### config.mk
export PLATFORM = sky130hd
export DESIGN_NAME = barometer_compensation_top_flat
export DESIGN_NICKNAME = d
export VERILOG_FILES = /design/src/bcomp_pkg.sv /design/src/bcomp_if.sv /design/src/bcomp_div.sv /design/src/barometer_compensation_top.sv /design/src/flat_wrapper.sv
export SDC_FILE = /design/constraint.sdc
export NUM_CORES = 2
export LEC_CHECK = 0
export ABC_AREA = 1
export BUFFER_PORTS_ARGS = -buffer_cell sky130_fd_sc_hd__buf_2
export CORE_AREA = 2 2 316 318
export DETAILED_ROUTE_END_ITERATION = 8
export DIE_AREA = 0 0 318 320
export PLACE_DENSITY = 0.79
export SYNTH_ARGS = -nofsm -noshare
export SYNTH_HDL_FRONTEND = slang
export SYNTH_SLANG_ARGS = --single-unit
### constraint.sdc
create_clock -name clk -period 12.1 [get_ports clk]
set_clock_uncertainty 0.1 [all_clocks]
set_input_delay 2.42 -clock clk [delete_from_list [all_inputs] [get_ports clk]]
set_output_delay 2.42 -clock clk [all_outputs]
set_load 0.02 [all_outputs]
### src/bcomp_pkg.sv
// ----------------------------------------------------------------------------
// Barometer compensation package
// Shared types, constants and helpers for the compensation block.
// ----------------------------------------------------------------------------
package bcomp_pkg;

  // Configuration register indexes.
  typedef enum logic [1:0] {
    REG_CAL_A    = 2'd0,
    REG_CAL_B    = 2'd1,
    REG_CAL_C    = 2'd2,
    REG_OVERSAMP = 2'd3
  } bcomp_reg_t;

  // Conversion kinds carried in the op field.
  typedef enum logic {
    OP_TEMP  = 1'b0,
    OP_PRESS = 1'b1
  } bcomp_op_t;

  // Compensation constants from the datasheet algorithm.
  localparam logic [31:0] TEMP_OFFSET = 32'd4000;
  localparam logic [31:0] PCOEF_A     = 32'd3038;
  localparam logic [31:0] PCOEF_B     = 32'd7357;
  localparam logic [31:0] PCOEF_C     = 32'd3791;
  localparam logic [31:0] B7_SCALE    = 32'd50000;
  localparam logic [31:0] B4_BIAS     = 32'd32768;
  localparam logic [31:0] ROUND_TEMP  = 32'd8;
  localparam logic [31:0] ROUND_TWO   = 32'd2;

  // Request to the shared divider.
  typedef struct packed {
    logic start;
    logic signed_op;
  } bcomp_div_ctl_t;

  // Arithmetic (flooring) right shift of a 32-bit word.
  function automatic logic [31:0] asr32(input logic [31:0] v, input logic [4:0] n);
    logic signed [31:0] s;
    s = v;
    return $unsigned(s >>> n);
  endfunction

  // Sign extension of a 16-bit coefficient to 32 bits.
  function automatic logic [31:0] sx16(input logic [15:0] v);
    return {{16{v[15]}}, v};
  endfunction

endpackage

### src/bcomp_if.sv
// ----------------------------------------------------------------------------
// Barometer compensation channel interfaces
// Valid/ready channels for raw readings and compensated results.
// ----------------------------------------------------------------------------

// Raw reading channel.
interface bcomp_in_if;
  logic        valid;
  logic        ready;
  logic        op;
  logic [23:0] raw_reading;

  modport source (output valid, output op, output raw_reading, input ready);
  modport sink   (input valid, input op, input raw_reading, output ready);
endinterface

// Compensated result channel.
interface bcomp_out_if;
  logic               valid;
  logic               ready;
  logic signed [31:0] value;
  logic               div_fault;

  modport source (output valid, output value, output div_fault, input ready);
  modport sink   (input valid, input value, input div_fault, output ready);
endinterface

### src/bcomp_div.sv
// ----------------------------------------------------------------------------
// Barometer compensation divider
// Radix-2 restoring divider, one quotient bit per cycle, signed or unsigned.
// ----------------------------------------------------------------------------
module bcomp_div (
  input  logic                      clk,
  input  logic                      rst,
  input  bcomp_pkg::bcomp_div_ctl_t ctl,
  input  logic [31:0]               dividend,
  input  logic [31:0]               divisor,
  output logic                      done,
  output logic [31:0]               quotient
);

  logic        busy;
  logic [4:0]  cnt;
  logic [31:0] rem;
  logic [31:0] quo;
  logic [31:0] divs;
  logic        neg_q;
  logic [32:0] rem_shift;
  logic [32:0] rem_diff;
  logic        a_neg;
  logic        b_neg;

  // Operand signs matter only for signed division.
  assign a_neg = ctl.signed_op & dividend[31];
  assign b_neg = ctl.signed_op & divisor[31];

  // One trial subtraction per cycle.
  assign rem_shift = {rem, quo[31]};
  assign rem_diff  = rem_shift - {1'b0, divs};

  // Iteration control and datapath.
  always_ff @(posedge clk) begin
    if (rst) begin
      busy <= 1'b0;
      done <= 1'b0;
      cnt  <= '0;
    end else begin
      done <= 1'b0;
      if (ctl.start) begin
        busy  <= 1'b1;
        cnt   <= 5'd31;
        rem   <= '0;
        quo   <= a_neg ? (32'd0 - dividend) : dividend;
        divs  <= b_neg ? (32'd0 - divisor) : divisor;
        neg_q <= a_neg ^ b_neg;
      end else if (busy) begin
        if (!rem_diff[32]) begin
          rem <= rem_diff[31:0];
          quo <= {quo[30:0], 1'b1};
        end else begin
          rem <= rem_shift[31:0];
          quo <= {quo[30:0], 1'b0};
        end
        cnt <= cnt - 5'd1;
        if (cnt == 5'd0) begin
          busy <= 1'b0;
          done <= 1'b1;
        end
      end
    end
  end

  // Quotient sign is restored on the way out; it wraps like the C cast.
  assign quotient = neg_q ? (32'd0 - quo) : quo;

endmodule

### src/barometer_compensation_top.sv
// ----------------------------------------------------------------------------
// Barometer compensation top level
// Integer temperature and pressure compensation on one shared multiplier
// and one shared divider, stepped by a one-hot sequencer.
// ----------------------------------------------------------------------------
//  Channel   Direction  Handshake          Payload
//  reading   in         valid/ready        op, raw_reading
//  report    out        valid/ready        value, div_fault
//  config    in         cfg_we, no wait    cfg_index, cfg_data
//
//  Both transactions pass through the bit-serial divider; a zero divisor
//  skips it and reports a divisor fault. Ready is high only when idle.
//  A finished result waits in the output register while a new reading may be
//  taken; the sequencer holds its next result until the register frees.
//  Synchronous reset clears the sequencer, the configuration and the B5 term.
// ----------------------------------------------------------------------------
module barometer_compensation_top (
  input  logic         clk,
  input  logic         rst,
  bcomp_in_if.sink     reading,
  bcomp_out_if.source  report,
  input  logic         cfg_we,
  input  logic [1:0]   cfg_index,
  input  logic [63:0]  cfg_data
);

  localparam int NST = 30;

  typedef enum logic [NST-1:0] {
    ST_IDLE = NST'(1) << 0,
    ST_T0   = NST'(1) << 1,
    ST_T1   = NST'(1) << 2,
    ST_T2   = NST'(1) << 3,
    ST_TDIV = NST'(1) << 4,
    ST_P0   = NST'(1) << 5,
    ST_P1   = NST'(1) << 6,
    ST_P2   = NST'(1) << 7,
    ST_P3   = NST'(1) << 8,
    ST_P4   = NST'(1) << 9,
    ST_P5   = NST'(1) << 10,
    ST_P6   = NST'(1) << 11,
    ST_P7   = NST'(1) << 12,
    ST_P8   = NST'(1) << 13,
    ST_P9   = NST'(1) << 14,
    ST_P10  = NST'(1) << 15,
    ST_P11  = NST'(1) << 16,
    ST_P12  = NST'(1) << 17,
    ST_P13  = NST'(1) << 18,
    ST_P14  = NST'(1) << 19,
    ST_P15  = NST'(1) << 20,
    ST_PDIV = NST'(1) << 21,
    ST_P16  = NST'(1) << 22,
    ST_P17  = NST'(1) << 23,
    ST_P18  = NST'(1) << 24,
    ST_P19  = NST'(1) << 25,
    ST_P20  = NST'(1) << 26,
    ST_FIN  = NST'(1) << 27,
    ST_TZ   = NST'(1) << 28,
    ST_PZ   = NST'(1) << 29
  } state_t;

  state_t      state;

  // Configuration registers.
  logic [63:0] cal_word_a;
  logic [63:0] cal_word_b;
  logic [31:0] cal_word_c;
  logic [1:0]  oversampling;

  // Kept B5 term and working registers.
  logic [31:0] temp_term;
  logic [31:0] raw;
  logic [31:0] prod;
  logic [31:0] t1;
  logic [31:0] sq;
  logic [31:0] b6;
  logic [31:0] up;
  logic [31:0] b3;
  logic [31:0] b4;
  logic [31:0] p;
  logic [31:0] res;
  logic        fault;
  logic        post_shift;

  // Output register.
  logic        out_valid;
  logic [31:0] out_value;
  logic        out_fault;

  // Shared multiplier operands and divider hookup.
  logic [31:0] mul_a;
  logic [31:0] mul_b;
  logic [31:0] mul_lo;
  bcomp_pkg::bcomp_div_ctl_t div_ctl;
  logic [31:0] div_dividend;
  logic [31:0] div_divisor;
  logic        div_done;
  logic [31:0] div_q;

  // Coefficients unpacked from the calibration words.
  logic [31:0] ac1, ac2, ac3, ac4, ac5, ac6, b1, b2, mc, md;
  logic [31:0] den;
  logic [31:0] tsum;

  assign ac1 = bcomp_pkg::sx16(cal_word_a[63:48]);
  assign ac2 = bcomp_pkg::sx16(cal_word_a[47:32]);
  assign ac3 = bcomp_pkg::sx16(cal_word_a[31:16]);
  assign ac4 = {16'd0, cal_word_a[15:0]};
  assign ac5 = {16'd0, cal_word_b[63:48]};
  assign ac6 = {16'd0, cal_word_b[47:32]};
  assign b1  = bcomp_pkg::sx16(cal_word_b[31:16]);
  assign b2  = bcomp_pkg::sx16(cal_word_b[15:0]);
  assign mc  = bcomp_pkg::sx16(cal_word_c[31:16]);
  assign md  = bcomp_pkg::sx16(cal_word_c[15:0]);

  // Temperature divisor and the new B5 term.
  assign den  = t1 + md;
  assign tsum = t1 + div_q;

  // Handshake outputs.
  assign reading.ready    = (state == ST_IDLE) && !rst;
  assign report.valid     = out_valid;
  assign report.value     = out_value;
  assign report.div_fault = out_fault;

  // Configuration writes.
  always_ff @(posedge clk) begin
    if (rst) begin
      cal_word_a   <= '0;
      cal_word_b   <= '0;
      cal_word_c   <= '0;
      oversampling <= '0;
    end else if (cfg_we) begin
      unique case (bcomp_pkg::bcomp_reg_t'(cfg_index))
        bcomp_pkg::REG_CAL_A:    cal_word_a   <= cfg_data;
        bcomp_pkg::REG_CAL_B:    cal_word_b   <= cfg_data;
        bcomp_pkg::REG_CAL_C:    cal_word_c   <= cfg_data[31:0];
        bcomp_pkg::REG_OVERSAMP: oversampling <= cfg_data[1:0];
        default:                 cal_word_a   <= cal_word_a;
      endcase
    end
  end

  // Multiplier operand selection per sequencer step.
  always_comb begin
    mul_a = prod;
    mul_b = prod;
    unique case (state)
      ST_T0:   begin mul_a = raw - ac6;              mul_b = ac5;  end
      ST_P1:   begin mul_a = b6;                     mul_b = b6;   end
      ST_P3:   begin mul_a = b2;                     mul_b = sq;   end
      ST_P5:   begin mul_a = ac2;                    mul_b = b6;   end
      ST_P8:   begin mul_a = ac3;                    mul_b = b6;   end
      ST_P10:  begin mul_a = b1;                     mul_b = sq;   end
      ST_P12:  begin mul_a = ac4;                    mul_b = t1 + bcomp_pkg::B4_BIAS; end
      ST_P14:  begin mul_a = up - b3;
                     mul_b = bcomp_pkg::B7_SCALE >> oversampling; end
      ST_P16:  begin mul_a = bcomp_pkg::asr32(p, 5'd8);
                     mul_b = bcomp_pkg::asr32(p, 5'd8); end
      ST_P17:  begin mul_a = prod;                   mul_b = bcomp_pkg::PCOEF_A; end
      ST_P19:  begin mul_a = 32'd0 - bcomp_pkg::PCOEF_B; mul_b = p; end
      default: begin mul_a = prod;                   mul_b = prod; end
    endcase
  end

  assign mul_lo = mul_a * mul_b;

  // Divider requests: signed for temperature, unsigned for pressure.
  always_comb begin
    div_ctl.start     = 1'b0;
    div_ctl.signed_op = 1'b0;
    div_dividend      = prod;
    div_divisor       = b4;
    if (state == ST_T2) begin
      div_ctl.start     = (den != 32'd0);
      div_ctl.signed_op = 1'b1;
      div_dividend      = mc << 11;
      div_divisor       = den;
    end else if (state == ST_P15) begin
      div_ctl.start     = (b4 != 32'd0);
      div_dividend      = prod[31] ? prod : {prod[30:0], 1'b0};
    end
  end

  bcomp_div u_div (
    .clk      (clk),
    .rst      (rst),
    .ctl      (div_ctl),
    .dividend (div_dividend),
    .divisor  (div_divisor),
    .done     (div_done),
    .quotient (div_q)
  );

  // Sequencer and working registers.
  always_ff @(posedge clk) begin
    if (rst) begin
      state     <= ST_IDLE;
      temp_term <= '0;
      out_valid <= 1'b0;
    end else begin
      // The finishing step reloads the output register itself.
      if (report.valid && report.ready && state != ST_FIN) begin
        out_valid <= 1'b0;
      end
      unique case (state)
        ST_IDLE: begin
          if (reading.valid) begin
            if (bcomp_pkg::bcomp_op_t'(reading.op) == bcomp_pkg::OP_TEMP) begin
              raw   <= {16'd0, reading.raw_reading[15:0]};
              state <= ST_T0;
            end else begin
              raw   <= {8'd0, reading.raw_reading};
              state <= ST_P0;
            end
          end
        end
        // Temperature: X1, then B5 = X1 + MC*2^11 / (X1 + MD).
        ST_T0: begin
          prod  <= mul_lo;
          state <= ST_T1;
        end
        ST_T1: begin
          t1    <= bcomp_pkg::asr32(prod, 5'd15);
          state <= ST_T2;
        end
        ST_T2: begin
          state <= (den == 32'd0) ? ST_TZ : ST_TDIV;
        end
        ST_TDIV: begin
          if (div_done) begin
            temp_term <= tsum;
            res       <= bcomp_pkg::asr32(tsum + bcomp_pkg::ROUND_TEMP, 5'd4);
            fault     <= 1'b0;
            state     <= ST_FIN;
          end
        end
        ST_TZ, ST_PZ: begin
          res   <= '0;
          fault <= 1'b1;
          state <= ST_FIN;
        end
        // Pressure: B6 and the shifted raw reading.
        ST_P0: begin
          b6    <= temp_term - bcomp_pkg::TEMP_OFFSET;
          up    <= raw >> (4'd8 - {2'd0, oversampling});
          state <= ST_P1;
        end
        ST_P1: begin
          prod  <= mul_lo;
          state <= ST_P2;
        end
        ST_P2: begin
          sq    <= bcomp_pkg::asr32(prod, 5'd12);
          state <= ST_P3;
        end
        ST_P3: begin
          prod  <= mul_lo;
          state <= ST_P4;
        end
        ST_P4: begin
          t1    <= bcomp_pkg::asr32(prod, 5'd11);
          state <= ST_P5;
        end
        ST_P5: begin
          prod  <= mul_lo;
          state <= ST_P6;
        end
        ST_P6: begin
          t1    <= t1 + bcomp_pkg::asr32(prod, 5'd11);
          state <= ST_P7;
        end
        // B3 from AC1 and the summed X terms.
        ST_P7: begin
          b3    <= bcomp_pkg::asr32((({ac1[29:0], 2'b00} + t1) << oversampling)
                                    + bcomp_pkg::ROUND_TWO, 5'd2);
          state <= ST_P8;
        end
        ST_P8: begin
          prod  <= mul_lo;
          state <= ST_P9;
        end
        ST_P9: begin
          t1    <= bcomp_pkg::asr32(prod, 5'd13);
          state <= ST_P10;
        end
        ST_P10: begin
          prod  <= mul_lo;
          state <= ST_P11;
        end
        ST_P11: begin
          t1    <= bcomp_pkg::asr32(t1 + bcomp_pkg::asr32(prod, 5'd16)
                                    + bcomp_pkg::ROUND_TWO, 5'd2);
          state <= ST_P12;
        end
        ST_P12: begin
          prod  <= mul_lo;
          state <= ST_P13;
        end
        ST_P13: begin
          b4    <= prod >> 15;
          state <= ST_P14;
        end
        // B7 stays in the product register for the division.
        ST_P14: begin
          prod  <= mul_lo;
          state <= ST_P15;
        end
        ST_P15: begin
          post_shift <= prod[31];
          state      <= (b4 == 32'd0) ? ST_PZ : ST_PDIV;
        end
        ST_PDIV: begin
          if (div_done) begin
            p     <= post_shift ? {div_q[30:0], 1'b0} : div_q;
            state <= ST_P16;
          end
        end
        // Final pressure correction.
        ST_P16: begin
          prod  <= mul_lo;
          state <= ST_P17;
        end
        ST_P17: begin
          prod  <= mul_lo;
          state <= ST_P18;
        end
        ST_P18: begin
          t1    <= bcomp_pkg::asr32(prod, 5'd16);
          state <= ST_P19;
        end
        ST_P19: begin
          prod  <= mul_lo;
          state <= ST_P20;
        end
        ST_P20: begin
          res   <= p + bcomp_pkg::asr32(t1 + bcomp_pkg::asr32(prod, 5'd16)
                                        + bcomp_pkg::PCOEF_C, 5'd4);
          fault <= 1'b0;
          state <= ST_FIN;
        end
        // Hand the result to the output register once it is free.
        ST_FIN: begin
          if (!out_valid || report.ready) begin
            out_valid <= 1'b1;
            out_value <= res;
            out_fault <= fault;
            state     <= ST_IDLE;
          end
        end
        default: begin
          state <= ST_IDLE;
        end
      endcase
    end
  end

endmodule

### src/flat_wrapper.sv
// flat-port wrapper written by rule: the top's interface ports become plain ports
module barometer_compensation_top_flat 
  (clk, rst, cfg_we, cfg_index, cfg_data, reading_valid, reading_op, reading_raw_reading, reading_ready, report_valid, report_value, report_div_fault, report_ready);
  bcomp_in_if reading_i ();
  bcomp_out_if report_i ();
  input  logic clk;
  input  logic rst;
  input  logic cfg_we;
  input  logic [1:0] cfg_index;
  input  logic [63:0] cfg_data;
  input wire logic [$bits(reading_i.valid)-1:0] reading_valid;
  input wire logic [$bits(reading_i.op)-1:0] reading_op;
  input wire logic [$bits(reading_i.raw_reading)-1:0] reading_raw_reading;
  output wire logic [$bits(reading_i.ready)-1:0] reading_ready;
  output wire logic [$bits(report_i.valid)-1:0] report_valid;
  output wire logic [$bits(report_i.value)-1:0] report_value;
  output wire logic [$bits(report_i.div_fault)-1:0] report_div_fault;
  input wire logic [$bits(report_i.ready)-1:0] report_ready;
  assign reading_i.valid = reading_valid;
  assign reading_i.op = reading_op;
  assign reading_i.raw_reading = reading_raw_reading;
  assign reading_ready = reading_i.ready;
  assign report_valid = report_i.valid;
  assign report_value = report_i.value;
  assign report_div_fault = report_i.div_fault;
  assign report_i.ready = report_ready;
  barometer_compensation_top u_core (.clk(clk), .rst(rst), .reading(reading_i), .report(report_i), .cfg_we(cfg_we), .cfg_index(cfg_index), .cfg_data(cfg_data));
endmodule
==> flow_metrics.tcl <==
set metrics [dict create \
    reg_top3 "u_core.cal_word_a: 64 flops, u_core.cal_word_b: 64 flops" \
    htreeDepth 3 \
    place_hpwl_mm 211 \
    gp_congestion 1.11 \
    fin_cells 10047 \
    slew_violations 0 \
    setup_viol 0 \
    outcome "finished, violations left" \
    critPathKind "reg -> reg" \
    crit_top_cell "fa_1" \
    gr-total-overflow 0 \
    yosys.area.top_type_share_pct 19.2 \
    hold_viol_final 0 \
    ys_seq_area_share_pct 26.5 \
    crit_slowest_cell "nor2_4" \
    grt_pass1_vias 62814 \
    clock-root-buffer "clkbuf_16" \
    final_area_um2 68000 \
    startpoint_type "flip-flop" \
    grt_max_degree 113 \
    drt-pass1-iter-count 9 \
    numCtsBuffers 73 \
    setup_tns_ns 0 \
    netlist_instances 8607 \
    worstSkewPairLatency_ns 0.72 \
    tightest_slew_ns 1.27 \
    coreArea_um2 98000 \
    io_buffer_count 130 \
    avgRoutedWirePerCell_um 27.2 \
    nets 9579 \
    io_pins 131 \
    drive_gt1_share_pct 6.78 \
    die_w_um 318 \
    placed_area_um2 65600 \
    synth.most_common_cell "nand2_1" \
    crit_path_max_incr_delay_ns 0.73 \
    fin_crit_ns 11.43 \
    avgSynthCellArea_um2 7.39 \
    end_kind "flip-flop" \
    clock_path_buffers 3 \
    fp.dieArea_um2 102000 \
    critPathArrivalTime_ns 11.77 \
    cts.sinks 639 \
    drt-initial-drc-count 10490 \
    mappedNetlistArea_um2 63600 \
    ys_types 82 \
    synth.area.top_cells "edfxtp_1, fa_1, nand2_1, inv_1, ha_1" \
    fmax_mhz 87.5 \
    synth_common_cells "nand2_1, inv_1, nor2_1" \
    rows 115 \
    antenna_found_initial 19 \
    yosysTopAreaCell "edfxtp_1" \
    drc 13 \
    yosysWarnings 0 \
    ys.flop_type "edfxtp_1" \
    start_util_pct 64.9 \
    async_flop_share_pct 0 \
    ys_ff_latch 639 \
    wl_mm 273 \
    hold_path_class "reg -> reg" \
    rsz0062_at_grt "no" \
    worst-path-max-fanout 35 \
    synth-edff-count 407 \
    ant_nets 0 \
    post-cts-setup-buffers 0 \
    grtUsageTotal_pct 52.6 \
    cts_tree "built" \
    syn_to_final_growth_pct 7.00 \
    required_ns 12.44 \
    vias 65725 \
    cts_resized 0 \
    dp.cells 9894 \
    violations "design-rule violations" \
    clkSlewWorstSetupHoldPaths_ns 0.07 \
    drv_cap 0 \
    worst_slack_ns 0.668 \
    hold_buffers 0 \
    grt_pass1_wl_mm 395 \
    fp.dieH_um 320 \
    dp_worst_setup_slack_ns 1.24 \
    n_fill_cell 7695 \
    slew_headroom_pct 14.9 \
    fin_crit_sh_pct 94.5 \
    viasPerCell 6.54 \
]
[metal layers]
| metal | vias up | GRT usage (%) | wire [µm] |
|---|---|---|---|
| met3 | 1604 | 18.9 | 41200 |
| met1 | 30387 | 63.6 | 94100 |
| met4 | 22 | 40.2 | 26200 |
| li1 | 28012 | - | - |
| met5 | - | 1.28 | 344 |
| met2 | 5700 | 76.8 | 111000 |
[cell usage in the layout, fill, tap and decap left out, types with 231 or more instances in the layout]
cell,n
a21oi_1,457
dfxtp_1,231
edfxtp_1,407
fa_1,417
ha_1,384
inv_1,1376
nand2_1,1772
nand3_1,435
nor2_1,1076
o21ai_0,568
xor2_1,246
[path summary, 6_finish.rpt]
path,start,to,slack (ns),depth (start not counted)
max,u_core.state[13]$_SDFFE_PP0P_,u_core.prod[29]$_DFFE_PP_,0.67,36
min,u_core.res[22]$_DFFE_PP_,u_core.report.value[22]$_DFFE_PP_,0.31,0
max reg2reg,u_core.state[13]$_SDFFE_PP0P_,u_core.prod[29]$_DFFE_PP_,0.67,36
min reg2reg,u_core.res[22]$_DFFE_PP_,u_core.report.value[22]$_DFFE_PP_,0.31,0
[critical path, delay by kind of cell, from the launching register on]
kind                       cells  cell delay (ns)
AOI/OAI and AO/OA              6             1.96
adders and majority gates      9             3.83
buffers and inverters          7             1.27
DFF                            1             0.45
xor gates and xnor gates       1             0.18
and+or+nand+nor               13             3.31
[cell type report]
| class | count | area (µm²) | share of cell area [%] |
|---|---|---|---|
| clock buffer | 91 | 1990 | 2.92 |
| inverter | 1421 | 5340 | 7.85 |
| sequential | 639 | 16900 | 24.8 |
| antenna | 19 | 47.5 | 0.0699 |
| multi-input combinational | 6308 | 40300 | 59.3 |
| tap | 1287 | 1610 | 2.37 |
| timing repair buffer | 239 | 1470 | 2.16 |
| clock inverter | 43 | 349 | 0.513 |
[through the flow]
step	utilization, %	hold slack, ns
finish	69.4	0.313
CTS	69.4	0.313
global placement	67.0	0.302
floorplan	-	0.300
global route	69.4	0.316
detailed placement	67.0	0.305
[cells by family after synthesis]
kind of cell             count (synthesis)  share of synthesized area [%]
other                                    1                        0.00590
multiplexers                             8                          0.126
adder cells (fa/ha/maj)                801                           20.7
AND/OR/NAND/NOR                       3777                           25.6
AO/OA/AOI/OAI                         1376                           12.2
flip-flops                             639                           26.5
buffers and inverters                 1663                           10.2
XOR/XNOR                               342                           4.71
Power is not shown: default switching activity piles up to over one toggle a cycle in this logic, so the estimate is an artifact.
